[src/rtl/hsvc_pkg.sv]
package hsvc_pkg;

  // Direction codes carried by the mode field
  localparam logic MODE_HSV_TO_RGB = 1'b0;
  localparam logic MODE_RGB_TO_HSV = 1'b1;

  // Fixed colour constants
  localparam logic [7:0] REGION_WIDTH = 8'd43;
  localparam logic [7:0] GREEN_BASE   = 8'd85;
  localparam logic [7:0] BLUE_BASE    = 8'd171;
  localparam logic [7:0] FULL_SCALE   = 8'd255;

  // Divider geometry: 16-bit dividend, 8-bit divisor, 8-bit quotient
  localparam int QUO_BITS       = 8;
  localparam int BITS_PER_STAGE = 2;
  localparam int DIV_STAGES     = QUO_BITS / BITS_PER_STAGE;

  // Hue sector of the HSV to RGB path
  typedef enum logic [2:0] {
    HUE_SECTOR_0,
    HUE_SECTOR_1,
    HUE_SECTOR_2,
    HUE_SECTOR_3,
    HUE_SECTOR_4,
    HUE_SECTOR_5
  } hue_sector_t;

  // One restoring step: returns {quotient bit, new remainder}
  function automatic logic [8:0] div_step(logic [7:0] rem, logic bin, logic [7:0] den);
    logic [8:0] trial;
    logic [8:0] diff;
    trial = {rem, bin};
    diff  = trial - {1'b0, den};
    if (trial >= {1'b0, den}) begin
      div_step = {1'b1, diff[7:0]};
    end else begin
      div_step = {1'b0, trial[7:0]};
    end
  endfunction

endpackage

[src/rtl/hsvc_div_pipe.sv]
module hsvc_div_pipe (
  input  logic       clk,
  input  logic [15:0] num,
  input  logic [7:0]  den,
  output logic [7:0]  quo
);

  // Per-stage carried values; stage inputs come from the previous stage
  logic [7:0] rem_in  [hsvc_pkg::DIV_STAGES];
  logic [7:0] low_in  [hsvc_pkg::DIV_STAGES];
  logic [7:0] quo_in  [hsvc_pkg::DIV_STAGES];
  logic [7:0] den_in  [hsvc_pkg::DIV_STAGES];
  logic [7:0] rem_q   [hsvc_pkg::DIV_STAGES];
  logic [7:0] low_q   [hsvc_pkg::DIV_STAGES];
  logic [7:0] quo_q   [hsvc_pkg::DIV_STAGES];
  logic [7:0] den_q   [hsvc_pkg::DIV_STAGES];

  genvar g;
  generate
    for (g = 0; g < hsvc_pkg::DIV_STAGES; g++) begin : g_stage
      logic [7:0] rem_next;
      logic [7:0] low_next;
      logic [7:0] quo_next;

      // Feed the first stage from the ports, later ones from the stage before
      if (g == 0) begin : g_first
        assign rem_in[g] = num[15:8];
        assign low_in[g] = num[7:0];
        assign quo_in[g] = '0;
        assign den_in[g] = den;
      end else begin : g_rest
        assign rem_in[g] = rem_q[g-1];
        assign low_in[g] = low_q[g-1];
        assign quo_in[g] = quo_q[g-1];
        assign den_in[g] = den_q[g-1];
      end

      // Resolve a few quotient bits, MSB first
      always_comb begin
        logic [8:0] step;
        rem_next = rem_in[g];
        low_next = low_in[g];
        quo_next = quo_in[g];
        for (int k = 0; k < hsvc_pkg::BITS_PER_STAGE; k++) begin
          step     = hsvc_pkg::div_step(rem_next, low_next[7], den_in[g]);
          rem_next = step[7:0];
          low_next = {low_next[6:0], 1'b0};
          quo_next = {quo_next[6:0], step[8]};
        end
      end

      // Advance the stage every cycle
      always_ff @(posedge clk) begin
        rem_q[g] <= rem_next;
        low_q[g] <= low_next;
        quo_q[g] <= quo_next;
        den_q[g] <= den_in[g];
      end
    end
  endgenerate

  assign quo = quo_q[hsvc_pkg::DIV_STAGES-1];

endmodule

[src/rtl/hsvc_hsv_pipe.sv]
module hsvc_hsv_pipe (
  input  logic       clk,
  input  logic [7:0] hue,
  input  logic [7:0] sat,
  input  logic [7:0] val,
  output logic [7:0] red,
  output logic [7:0] green,
  output logic [7:0] blue
);

  // Stage 1: sector, scaled remainder
  hsvc_pkg::hue_sector_t sector_next;
  logic [7:0]            sector_base;
  logic [7:0]            offset;
  logic [7:0]            rem_next;

  hsvc_pkg::hue_sector_t sector1;
  logic [7:0]            rem1;
  logic [7:0]            sat1;
  logic [7:0]            val1;
  logic                  grey1;

  // Pick the sector by threshold, highest first
  always_comb begin
    priority if (hue >= 8'd215) begin
      sector_next = hsvc_pkg::HUE_SECTOR_5;
      sector_base = 8'd215;
    end else if (hue >= 8'd172) begin
      sector_next = hsvc_pkg::HUE_SECTOR_4;
      sector_base = 8'd172;
    end else if (hue >= 8'd129) begin
      sector_next = hsvc_pkg::HUE_SECTOR_3;
      sector_base = 8'd129;
    end else if (hue >= 8'd86) begin
      sector_next = hsvc_pkg::HUE_SECTOR_2;
      sector_base = 8'd86;
    end else if (hue >= hsvc_pkg::REGION_WIDTH) begin
      sector_next = hsvc_pkg::HUE_SECTOR_1;
      sector_base = hsvc_pkg::REGION_WIDTH;
    end else begin
      sector_next = hsvc_pkg::HUE_SECTOR_0;
      sector_base = 8'd0;
    end
    offset   = hue - sector_base;
    rem_next = 8'({offset, 2'b00} + {1'b0, offset, 1'b0});
  end

  always_ff @(posedge clk) begin
    sector1 <= sector_next;
    rem1    <= rem_next;
    sat1    <= sat;
    val1    <= val;
    grey1   <= (sat == 8'd0);
  end

  // Stage 2: saturation products
  hsvc_pkg::hue_sector_t sector2;
  logic [15:0]           prod_q2;
  logic [15:0]           prod_t2;
  logic [15:0]           prod_p2;
  logic [7:0]            val2;
  logic                  grey2;

  always_ff @(posedge clk) begin
    sector2 <= sector1;
    prod_q2 <= 16'(sat1) * 16'(rem1);
    prod_t2 <= 16'(sat1) * 16'(hsvc_pkg::FULL_SCALE - rem1);
    prod_p2 <= 16'(val1) * 16'(hsvc_pkg::FULL_SCALE - sat1);
    val2    <= val1;
    grey2   <= grey1;
  end

  // Stage 3: value products
  hsvc_pkg::hue_sector_t sector3;
  logic [15:0]           prod_q3;
  logic [15:0]           prod_t3;
  logic [7:0]            term_p3;
  logic [7:0]            val3;
  logic                  grey3;

  always_ff @(posedge clk) begin
    sector3 <= sector2;
    prod_q3 <= 16'(val2) * 16'(hsvc_pkg::FULL_SCALE - prod_q2[15:8]);
    prod_t3 <= 16'(val2) * 16'(hsvc_pkg::FULL_SCALE - prod_t2[15:8]);
    term_p3 <= prod_p2[15:8];
    val3    <= val2;
    grey3   <= grey2;
  end

  // Stage 4: order the channels by sector
  logic [7:0] red_next;
  logic [7:0] green_next;
  logic [7:0] blue_next;
  logic [7:0] term_q;
  logic [7:0] term_t;

  always_comb begin
    term_q = prod_q3[15:8];
    term_t = prod_t3[15:8];
    if (grey3) begin
      red_next   = val3;
      green_next = val3;
      blue_next  = val3;
    end else begin
      unique case (sector3)
        hsvc_pkg::HUE_SECTOR_0: begin
          red_next = val3;    green_next = term_t;  blue_next = term_p3;
        end
        hsvc_pkg::HUE_SECTOR_1: begin
          red_next = term_q;  green_next = val3;    blue_next = term_p3;
        end
        hsvc_pkg::HUE_SECTOR_2: begin
          red_next = term_p3; green_next = val3;    blue_next = term_t;
        end
        hsvc_pkg::HUE_SECTOR_3: begin
          red_next = term_p3; green_next = term_q;  blue_next = val3;
        end
        hsvc_pkg::HUE_SECTOR_4: begin
          red_next = term_t;  green_next = term_p3; blue_next = val3;
        end
        default: begin
          red_next = val3;    green_next = term_p3; blue_next = term_q;
        end
      endcase
    end
  end

  logic [7:0] red4;
  logic [7:0] green4;
  logic [7:0] blue4;

  always_ff @(posedge clk) begin
    red4   <= red_next;
    green4 <= green_next;
    blue4  <= blue_next;
  end

  // Stage 5: extra register to line up with the divider path
  always_ff @(posedge clk) begin
    red   <= red4;
    green <= green4;
    blue  <= blue4;
  end

endmodule

[src/rtl/hsv_rgb_color_converter.sv]
// HSV <-> RGB converter, 8 bits per channel, direction chosen per item.
// Input: drive mode, chan_one, chan_two, chan_three and pulse start; an item
// is taken at every clock edge where start is high and busy is low. busy is
// always low, so an item can be issued in every cycle.
// Mode 0 takes hue/saturation/value and returns red/green/blue; mode 1 takes
// red/green/blue and returns hue/saturation/value.
// Output: done is high for exactly one cycle per item, with out_one, out_two
// and out_three valid in that cycle. Results leave in issue order.
// Throughput: one item per cycle. The pipeline depth is set by the two
// pipelined restoring dividers (saturation and hue correction), 2 quotient
// bits per stage over 4 stages, behind one stage for max/min and the
// dividend products and ahead of the output register; the HSV to RGB
// multiplier path is padded to match.
// Reset: rst clears every valid bit, so no done pulse follows reset until a
// new item is taken. The receiver cannot stall; results must be taken on done.
module hsv_rgb_color_converter (
  input  logic       clk,
  input  logic       rst,
  input  logic       start,
  output logic       busy,
  input  logic       mode,
  input  logic [7:0] chan_one,
  input  logic [7:0] chan_two,
  input  logic [7:0] chan_three,
  output logic       done,
  output logic [7:0] out_one,
  output logic [7:0] out_two,
  output logic [7:0] out_three
);

  typedef struct packed {
    logic       mode;
    logic [7:0] hi;
    logic [7:0] base;
    logic       neg;
    logic       span_zero;
    logic       hi_zero;
  } side_t;

  localparam int PIPE_DEPTH = hsvc_pkg::DIV_STAGES + 1;

  assign busy = 1'b0;

  // Front stage of the RGB to HSV path
  logic [7:0]  hi_next;
  logic [7:0]  lo_next;
  logic [7:0]  span_next;
  logic [7:0]  base_next;
  logic [8:0]  diff_next;
  logic [7:0]  mag_next;
  logic [15:0] num_sat_next;
  logic [15:0] num_hue_next;

  always_comb begin
    // Ties go to red, then green
    if (chan_one >= chan_two && chan_one >= chan_three) begin
      hi_next   = chan_one;
      base_next = 8'd0;
      diff_next = {1'b0, chan_two} - {1'b0, chan_three};
    end else if (chan_two >= chan_three) begin
      hi_next   = chan_two;
      base_next = hsvc_pkg::GREEN_BASE;
      diff_next = {1'b0, chan_three} - {1'b0, chan_one};
    end else begin
      hi_next   = chan_three;
      base_next = hsvc_pkg::BLUE_BASE;
      diff_next = {1'b0, chan_one} - {1'b0, chan_two};
    end
    if (chan_one <= chan_two && chan_one <= chan_three) begin
      lo_next = chan_one;
    end else if (chan_two <= chan_three) begin
      lo_next = chan_two;
    end else begin
      lo_next = chan_three;
    end
    span_next    = hi_next - lo_next;
    mag_next     = diff_next[8] ? 8'(-diff_next) : diff_next[7:0];
    num_sat_next = {span_next, 8'd0} - 16'(span_next);
    num_hue_next = 16'(mag_next) * 16'(hsvc_pkg::REGION_WIDTH);
  end

  logic [15:0] num_sat;
  logic [15:0] num_hue;
  logic [7:0]  den_sat;
  logic [7:0]  den_hue;
  side_t       side_a;

  always_ff @(posedge clk) begin
    num_sat          <= num_sat_next;
    num_hue          <= num_hue_next;
    den_sat          <= hi_next;
    den_hue          <= span_next;
    side_a.mode      <= mode;
    side_a.hi        <= hi_next;
    side_a.base      <= base_next;
    side_a.neg       <= diff_next[8];
    side_a.span_zero <= (span_next == 8'd0);
    side_a.hi_zero   <= (hi_next == 8'd0);
  end

  // Dividers for saturation and hue correction
  logic [7:0] quo_sat;
  logic [7:0] quo_hue;

  hsvc_div_pipe u_div_sat (
    .clk (clk),
    .num (num_sat),
    .den (den_sat),
    .quo (quo_sat)
  );

  hsvc_div_pipe u_div_hue (
    .clk (clk),
    .num (num_hue),
    .den (den_hue),
    .quo (quo_hue)
  );

  // HSV to RGB path, same depth as front stage plus divider
  logic [7:0] hsv_red;
  logic [7:0] hsv_green;
  logic [7:0] hsv_blue;

  hsvc_hsv_pipe u_hsv (
    .clk   (clk),
    .hue   (chan_one),
    .sat   (chan_two),
    .val   (chan_three),
    .red   (hsv_red),
    .green (hsv_green),
    .blue  (hsv_blue)
  );

  // Carry sideband alongside the divider stages
  side_t side_q [hsvc_pkg::DIV_STAGES];

  always_ff @(posedge clk) begin
    side_q[0] <= side_a;
    for (int k = 1; k < hsvc_pkg::DIV_STAGES; k++) begin
      side_q[k] <= side_q[k-1];
    end
  end

  // Valid bits travel with the data
  logic [PIPE_DEPTH-1:0] valid_q;

  always_ff @(posedge clk) begin
    if (rst) begin
      valid_q <= '0;
      done    <= 1'b0;
    end else begin
      valid_q <= {valid_q[PIPE_DEPTH-2:0], start & ~busy};
      done    <= valid_q[PIPE_DEPTH-1];
    end
  end

  // Final stage: apply hue sign and wrap, pick direction
  side_t      side_last;
  logic [7:0] hue_next;
  logic [7:0] sat_next;
  logic [7:0] one_next;
  logic [7:0] two_next;
  logic [7:0] three_next;

  always_comb begin
    side_last = side_q[hsvc_pkg::DIV_STAGES-1];
    hue_next  = side_last.neg ? (side_last.base - quo_hue) : (side_last.base + quo_hue);
    if (side_last.span_zero) begin
      hue_next = 8'd0;
    end
    sat_next = side_last.hi_zero ? 8'd0 : quo_sat;
    if (side_last.mode == hsvc_pkg::MODE_RGB_TO_HSV) begin
      one_next   = hue_next;
      two_next   = sat_next;
      three_next = side_last.hi;
    end else begin
      one_next   = hsv_red;
      two_next   = hsv_green;
      three_next = hsv_blue;
    end
  end

  always_ff @(posedge clk) begin
    out_one   <= one_next;
    out_two   <= two_next;
    out_three <= three_next;
  end

endmodule
[config.mk]
export PLATFORM = sky130hd
export DESIGN_NAME = hsv_rgb_color_converter
export DESIGN_NICKNAME = d
export VERILOG_FILES = /design/src/rtl/hsvc_pkg.sv /design/src/rtl/hsvc_div_pipe.sv /design/src/rtl/hsvc_hsv_pipe.sv /design/src/rtl/hsv_rgb_color_converter.sv
export SDC_FILE = /design/constraint.sdc
export NUM_CORES = 2
export LEC_CHECK = 0
export BUFFER_PORTS_ARGS = -buffer_cell sky130_fd_sc_hd__buf_2
export CELL_PAD_IN_SITES_DETAIL_PLACEMENT = 1
export CELL_PAD_IN_SITES_GLOBAL_PLACEMENT = 2
export CORE_MARGIN = 2
export CORE_UTILIZATION = 45
export DETAILED_ROUTE_END_ITERATION = 6
export GPL_TIMING_DRIVEN = 0
export PLACE_DENSITY_LB_ADDON = 0.1
export SLEW_MARGIN = 20
export SYNTH_ARGS = -nofsm -noshare
export SYNTH_HDL_FRONTEND = slang
export SYNTH_SLANG_ARGS = --single-unit
[constraint.sdc]
create_clock -name clk -period 14.35 [get_ports clk]
set_input_delay 4.305 -clock clk [delete_from_list [all_inputs] [get_ports clk]]
set_output_delay 4.305 -clock clk [all_outputs]
set_load 0.05 [all_outputs]
==> Word level (Yosys, flattened, before mapping) <==
Memory sizes are Yosys's and may differ from the RTL's.
Cells that the tools add are included.
{ "classes": {"addsub": 30, "mul": 6, "div": 0, "n_lt_le_gt_ge": 27, "eq_ne": 4, "shift": 0, "n_mux": 45, "bitwise": 0, "reduce_logical": 11} }
{ "ops": {"columns": ["op", "n"], "rows": [
  ["$mux W9", 18],
  ["$sub A8 B8 Y8", 17],
  ["$ge A9 B8 Y1", 15],
  ["$mux W8", 15],
  ["$pmux W8 S3", 3],
  ["$mul A8 B16 Y16", 4],
  ["$sub A8 B8 Y9 const A", 4],
  ["$mux W7", 4],
  ["$sub A8 B8 Y9", 3],
  ["$ge A8 B8 Y1", 3],
  ["$ge A8 B8 Y1 const B", 3],
  ["$le A8 B8 Y1", 3],
  ["$logic_not A8 Y1", 3],
  ["$add A8 B8 Y8", 2],
  ["$mul A8 B8 Y16", 1],
  ["$sub A16 B8 Y16", 1],
  ["$mul A8 B6 Y14 const B", 1],
  ["$reduce_or A2 Y1", 5],
  ["$ge A7 B8 Y1", 1],
  ["$ge A8 B6 Y1 const B", 1],
  ["$ge A8 B7 Y1 const B", 1],
  ["$neg A8 Y8", 1],
  ["$sub A7 B8 Y8", 1],
  ["$sub A7 B7 Y7", 1],
  ["other kinds (8)", 12]
]} }
{ "word_totals": {"regBits": 276, "latch_bits": 0, "ram_bits": 320, "rom_bits": 0, "in_bits": 28, "out_inout_bits": 26, "word_cells": 170, "n_memories": 9} }
{ "mem_list": {"columns": ["memory", "words", "word_bits", "rd", "rd_ports_with_merged_regs", "wr", "line_no", "text"], "rows": [
  ["side_q", 4, 20, 4, 0, 4, "hsv_rgb_color_converter.sv:135", "side_t side_q [hsvc_pkg::DIV_STAGES];"],
  ["u_div_hue.den_q", 4, 8, 3, 0, 4, "hsvc_div_pipe.sv:16", "logic [7:0] den_q [hsvc_pkg::DIV_STAGES];"],
  ["u_div_hue.quo_q", 4, 8, 4, 0, 4, "hsvc_div_pipe.sv:15", "logic [7:0] quo_q [hsvc_pkg::DIV_STAGES];"],
  ["u_div_hue.rem_q", 4, 8, 3, 0, 4, "hsvc_div_pipe.sv:13", "logic [7:0] rem_q [hsvc_pkg::DIV_STAGES];"],
  ["u_div_sat.den_q", 4, 8, 3, 0, 4, "hsvc_div_pipe.sv:16", null],
  ["u_div_sat.quo_q", 4, 8, 4, 0, 4, "hsvc_div_pipe.sv:15", null],
  ["+3 memories", null, null, null, null, null, null, null]
]} }

==> Logic depth before layout (Yosys ltp) <==
{ "depth": {"depth_word": 8, "ltp_mapped": 28, "depth_no_buf": 28} }

==> Modules after synthesis <==
Synthesis repeated with hierarchy kept, for this count alone.
{ "unflattened": {"hier_cells": 3295, "hier_area_um2": 31266.2} }
{ "modules_own_cells": {"columns": ["mod", "instances", "cells_per_inst", "area_each_um2", "seq_area_each_um2"], "rows": [
  ["hsvc_hsv_pipe", 1, 1512, 14111.0, 2942.8],
  ["hsv_rgb_color_converter", 1, 727, 7058.0, 2842.7],
  ["hsvc_div_pipe at u_div_hue", 1, 535, 5053.6, 1601.5],
  ["hsvc_div_pipe at u_div_sat", 1, 521, 5043.6, 1601.5]
]} }

==> Least setup slack after synthesis <==
OpenSTA, ideal clock, no wires.
{ "synth_path": {"path_kind": "input-to-reg", "from": "in chan_three[4]", "to": "reg num_hue[13]", "setup_ps": 72, "arrival_time_ps": 9687, "t_required_ps": 14278, "path_slack_ps": 4591, "path_stages": 25, "n_path_buf": 0, "path_cell_list": "inv_1 > ha_1 > or3_1 > o21ai_0 > a21oi_2 > o41ai_2 > mux2_2 > mux2i_4 > nand4_4 > o41a_1 > xnor2_1 > ha_1 > fa_1 > inv_1 > fa_1 > inv_1 > ha_1 > inv_1 > o21bai_1 > a21oi_1 > o21bai_1 > a21oi_1 > o21bai_1 > a21oi_1 > xnor2_1"} }
{ "synth_via": {"elab_chain_cells": 6, "word_cells_on_any_way": 10, "cone_classes": "add/sub (3); mul (1); order compare (2); mux (3); reduce/logical (1)"} }
{ "synth_rtl": {"columns": ["element", "line_no", "text"], "rows": [
  ["start, declared", "hsv_rgb_color_converter.sv:24", "input logic [7:0] chan_three,"],
  ["$sub A8 B8 Y9 (tied with other cells)", "hsv_rgb_color_converter.sv:63", "diff_next = {1'b0, chan_three} - {1'b0, chan_one};"],
  ["$mux W9 or $logic_and A1 B1 Y1 (tied branches)", "hsv_rgb_color_converter.sv:60, hsv_rgb_color_converter.sv:56", null],
  ["$mux W9 (*)", "hsv_rgb_color_converter.sv:56", "if (chan_one >= chan_two && chan_one >= chan_three) begin"],
  ["$neg A8 Y8", "hsv_rgb_color_converter.sv:77", "mag_next = diff_next[8] ? 8'(-diff_next) : diff_next[7:0];"],
  ["$mux W8 (*)", "hsv_rgb_color_converter.sv:77", null],
  ["$mul A8 B6 Y14 (*)", "hsv_rgb_color_converter.sv:79", "num_hue_next = 16'(mag_next) * 16'(hsvc_pkg::REGION_WIDTH);"],
  ["named net num_hue_next[13]", "hsv_rgb_color_converter.sv:52", "logic [15:0] num_hue_next;"],
  ["end signal, assigned", "hsv_rgb_color_converter.sv:90", "num_hue <= num_hue_next;"],
  ["end, declared", "hsv_rgb_color_converter.sv:83", "logic [15:0] num_hue;"]
]} }
Mark *: on every way through the listed nets, which the timed path passes. The rest lies on a longest branch.
A chain may end at the register's enable or synchronous reset.

==> Worst setup path after layout <==
{ "layout_path": {"from": "in chan_one[6]", "to": "reg num_hue[13]"} }
{ "layout_via": {"elab_chain_cells": 6, "word_cells_on_any_way": 10, "cone_classes": "add/sub (3); mul (1); order compare (2); mux (3); reduce/logical (1)"} }
{ "layout_rtl": {"columns": ["element", "line_no", "text"], "rows": [
  ["start, declared", "hsv_rgb_color_converter.sv:22", "input logic [7:0] chan_one,"],
  ["$sub A8 B8 Y9 (tied with other cells)", "hsv_rgb_color_converter.sv:67", "diff_next = {1'b0, chan_one} - {1'b0, chan_two};"],
  ["$mux W9 or $logic_and A1 B1 Y1 (tied branches)", "hsv_rgb_color_converter.sv:60, hsv_rgb_color_converter.sv:56", null],
  ["$mux W9 (*)", "hsv_rgb_color_converter.sv:56", null],
  ["$neg A8 Y8", "hsv_rgb_color_converter.sv:77", null],
  ["$mux W8 (*)", "hsv_rgb_color_converter.sv:77", null],
  ["$mul A8 B6 Y14 (*)", "hsv_rgb_color_converter.sv:79", null],
  ["named net num_hue_next[13]", "hsv_rgb_color_converter.sv:52", null]
]} }
Marks and branches as above.

==> qor.yml <==
post-route-drc-count: 0
avgRoutedWirePerCell_um: 17.9
yosys.cell_types.count: 79
yosysSeqAreaShare: 0.290
overflow: 0
worstMarginPinSlew_ns: 1.07
final_cell_mix: "sky130_fd_sc_hd__inv_1 (443), sky130_fd_sc_hd__dfxtp_1 (422), sky130_fd_sc_hd__ha_1 (376), sky130_fd_sc_hd__fa_1 (199), sky130_fd_sc_hd__nor2b_1 (167)"
report.final.slew_viol_count: 0
criticalPathCategory: "input port to flop"
synthesis.area_um2: 29100
die_width_um: 258
final_cell_utilization_of_the_core: 0.498
first_iter_violations: 731
min_path_cells: 0
drt.antenna.violating_nets: 0
hold_violations: 0
antenna_cells: 0
layout.nets: 3711
io-pin-count: 54
via_per_inst: 5.14
hold_path_startpoint: "side_q[0][10]"
finalWeightedCongestion: 0.886
postSynthAreaPerCell_um2: 9.67
synthesized_netlist_cell_count: 3008
rsz0062_at_grt: "false"
die-height_um: 258
fmaxAchievable_mhz: 97.2
n_fill_cell: 7311
initial_antenna_violation_count: 3
finalClockSkew_ns: 0.0174
wp_depth: 26
proportion_of_layout_cells_with_a_drive_suffix_above_1: 0.0846
area_growth_pct: 10.0
synth_edf_count: 0
clock_tree.root_cell: "sky130_fd_sc_hd__clkbuf_16"
synth.yosys.warnings: 0
critical_path.endpoint_type: "flop"
status: "finished, final reports clean"
cts_buffers: 46
timing.slew.headroom: 0.276
time_the_worst_path_needs_with_i_o_delays_and_setup_ns: 10.29
port_buffers: 52
place_hpwl_mm: 58.6
ctsHtreeMaxLevel: 2
synth.ff_latch_count: 422
cts_setup_buffers: 0
first_pass_grt_wire_length_mm: 118
hold_slack_final_ns: 0.322
floorplan.initialDensity: 0.453
max-cap-violations: 0
clk_pin_slew_ns: 0.06
post_cts.resized_instances: 0
cp_slowest_stage_delay_ns: 0.54
worst-r2r-cell-count: 21
period_share: 0.717
final-setup-viol-count: 0
critical_path.top_delay_family: "compound AO/OA/AOI/OAI gates"
worstPathArrival_ns: 10.79
clock-sinks: 422
crit_path_top_delay_cell: "sky130_fd_sc_hd__fa_1"
clkLatencyLatePin_ns: 0.58
cts_buffer_depth: 3
rows: 93
detailroute.via_count: 20600
worstPathRequired_ns: 14.85
cts_tree: "built"
placeableCoreArea_um2: 64200
layout_commonest_cell: "sky130_fd_sc_hd__inv_1"
timing.critical_path.fanout_max: 10
finalWirelength_mm: 71.7
critical_path_buf_inv_count: 6
grt_start_max_net_pins: 17
synth_async_sr_flop_share: 0
ctsHoldBuffers: 0
synth-main-ff-cell: "sky130_fd_sc_hd__dfxtp_1"
rr_startpoint: "side_q[0][12]"
track_usage: 0.220
worst_setup_path_startpoint: "chan_one[6]"
detail_route.first_pass.iterations: 5
totalNegativeSetupSlack_ns: 0
holdCritPathClass: "flop to flop"
design.die.area_um2: 66700
first_global_vias: 22800
synth_nets: 3611
critical_path.startpoint_type: "input port"
## Yosys cell counts, types with 9 or more instances
cell type                  instances  area, um^2
sky130_fd_sc_hd__and2_1           30         188
sky130_fd_sc_hd__nor2b_1         167        1040
sky130_fd_sc_hd__dfxtp_1         422        8450
sky130_fd_sc_hd__o21ai_0         102         510
sky130_fd_sc_hd__nor2_1          158         593
sky130_fd_sc_hd__mux2i_1          73         731
sky130_fd_sc_hd__nand4_1          30         188
sky130_fd_sc_hd__xnor2_1         114         998
sky130_fd_sc_hd__ha_1            376        4700
sky130_fd_sc_hd__nand2_1         119         447
sky130_fd_sc_hd__o22ai_1           9        56.3
sky130_fd_sc_hd__a21oi_1         123         616
sky130_fd_sc_hd__a211oi_1          9        67.6
sky130_fd_sc_hd__fa_1            199        3980
sky130_fd_sc_hd__nand3_1          16        80.1
sky130_fd_sc_hd__o21a_1           23         173
sky130_fd_sc_hd__a221oi_1          9        78.8
sky130_fd_sc_hd__nor3_1           24         120
sky130_fd_sc_hd__or3_1            13        81.3
sky130_fd_sc_hd__a21o_1           43         323
sky130_fd_sc_hd__clkbuf_1         50         188
sky130_fd_sc_hd__mux2_2           91        1020
sky130_fd_sc_hd__o21bai_1         21         158
sky130_fd_sc_hd__nand2b_1        144         901
sky130_fd_sc_hd__xor2_1           50         438
sky130_fd_sc_hd__a21boi_0         14         105
sky130_fd_sc_hd__inv_1           443        1660
## per-stage QoR
step | cell area, um^2 | setup WS, ns | instances
2_1_floorplan | 29100 | 4.59 | 3008
3_3_place_gp | 30400 | 3.56 | 3915
3_5_place_dp | 30400 | 3.41 | 3915
4_1_cts | 32000 | 4.01 | 4000
5_1_grt | 32000 | 3.56 | 4000
6_report | 32000 | 4.06 | 4000
## cell type report
| type | count | area (um^2) | share of cell area |
|---|---|---|---|
| clock buffer | 56 | 1260 | 0.0393 |
| timing repair buffer | 52 | 260 | 0.00813 |
| multi-input combinational | 2082 | 18700 | 0.585 |
| inverter | 446 | 1670 | 0.0523 |
| sequential | 422 | 8450 | 0.264 |
| clock inverter | 29 | 324 | 0.0101 |
| buffer | 58 | 233 | 0.00727 |
| tap | 855 | 1070 | 0.0334 |
## per-layer routing
metal	vias up	wire [um]	track usage
met2	302	32900	0.373
met4	2	1730	0.0583
met1	10100	34800	0.298
li1	10100	-	-
met3	114	2320	0.0237
met5	-	9	0
## flip-flops by register name (all words and copies together), names as in the netlist, 10 cells and up
| register | cells |
|---|---|
| side_a | 15 |
| u_div_sat.quo_q | 20 |
| u_div_hue.rem_q | 24 |
| side_q | 60 |
| num_hue | 14 |
| u_div_sat.rem_q | 24 |
| u_div_sat.low_q | 10 |
| u_div_hue.quo_q | 20 |
| u_div_hue.den_q | 23 |
| num_sat | 15 |
| u_div_hue.low_q | 12 |
## final timing paths
kind / end / slack, ns
worst max register to register: u_div_sat.rem_q[1][7] / 8.43
worst min-delay path: side_q[1][10] / 0.32
worst min register to register: side_q[1][10] / 0.32
worst max-delay path: num_hue[13] / 4.06
## cells by family (layout without fill, tap and decap cells)
kind of cell / Yosys count / count (layout) / share of synthesized area
AO/OA/AOI/OAI: 439 / 439 / 0.0982
XOR/XNOR: 165 / 165 / 0.0502
adder cells (fa/ha/maj): 575 / 575 / 0.299
buffers and inverters: 504 / 641 / 0.0655
flip-flops: 422 / 422 / 0.290
multiplexers: 167 / 167 / 0.0624
other: 1 / 1 / 0.000129
AND/OR/NAND/NOR: 735 / 735 / 0.135
Power is left out: the tool's default activity adds up to more than one toggle a clock period on the data nets, which glitch-free logic cannot reach.
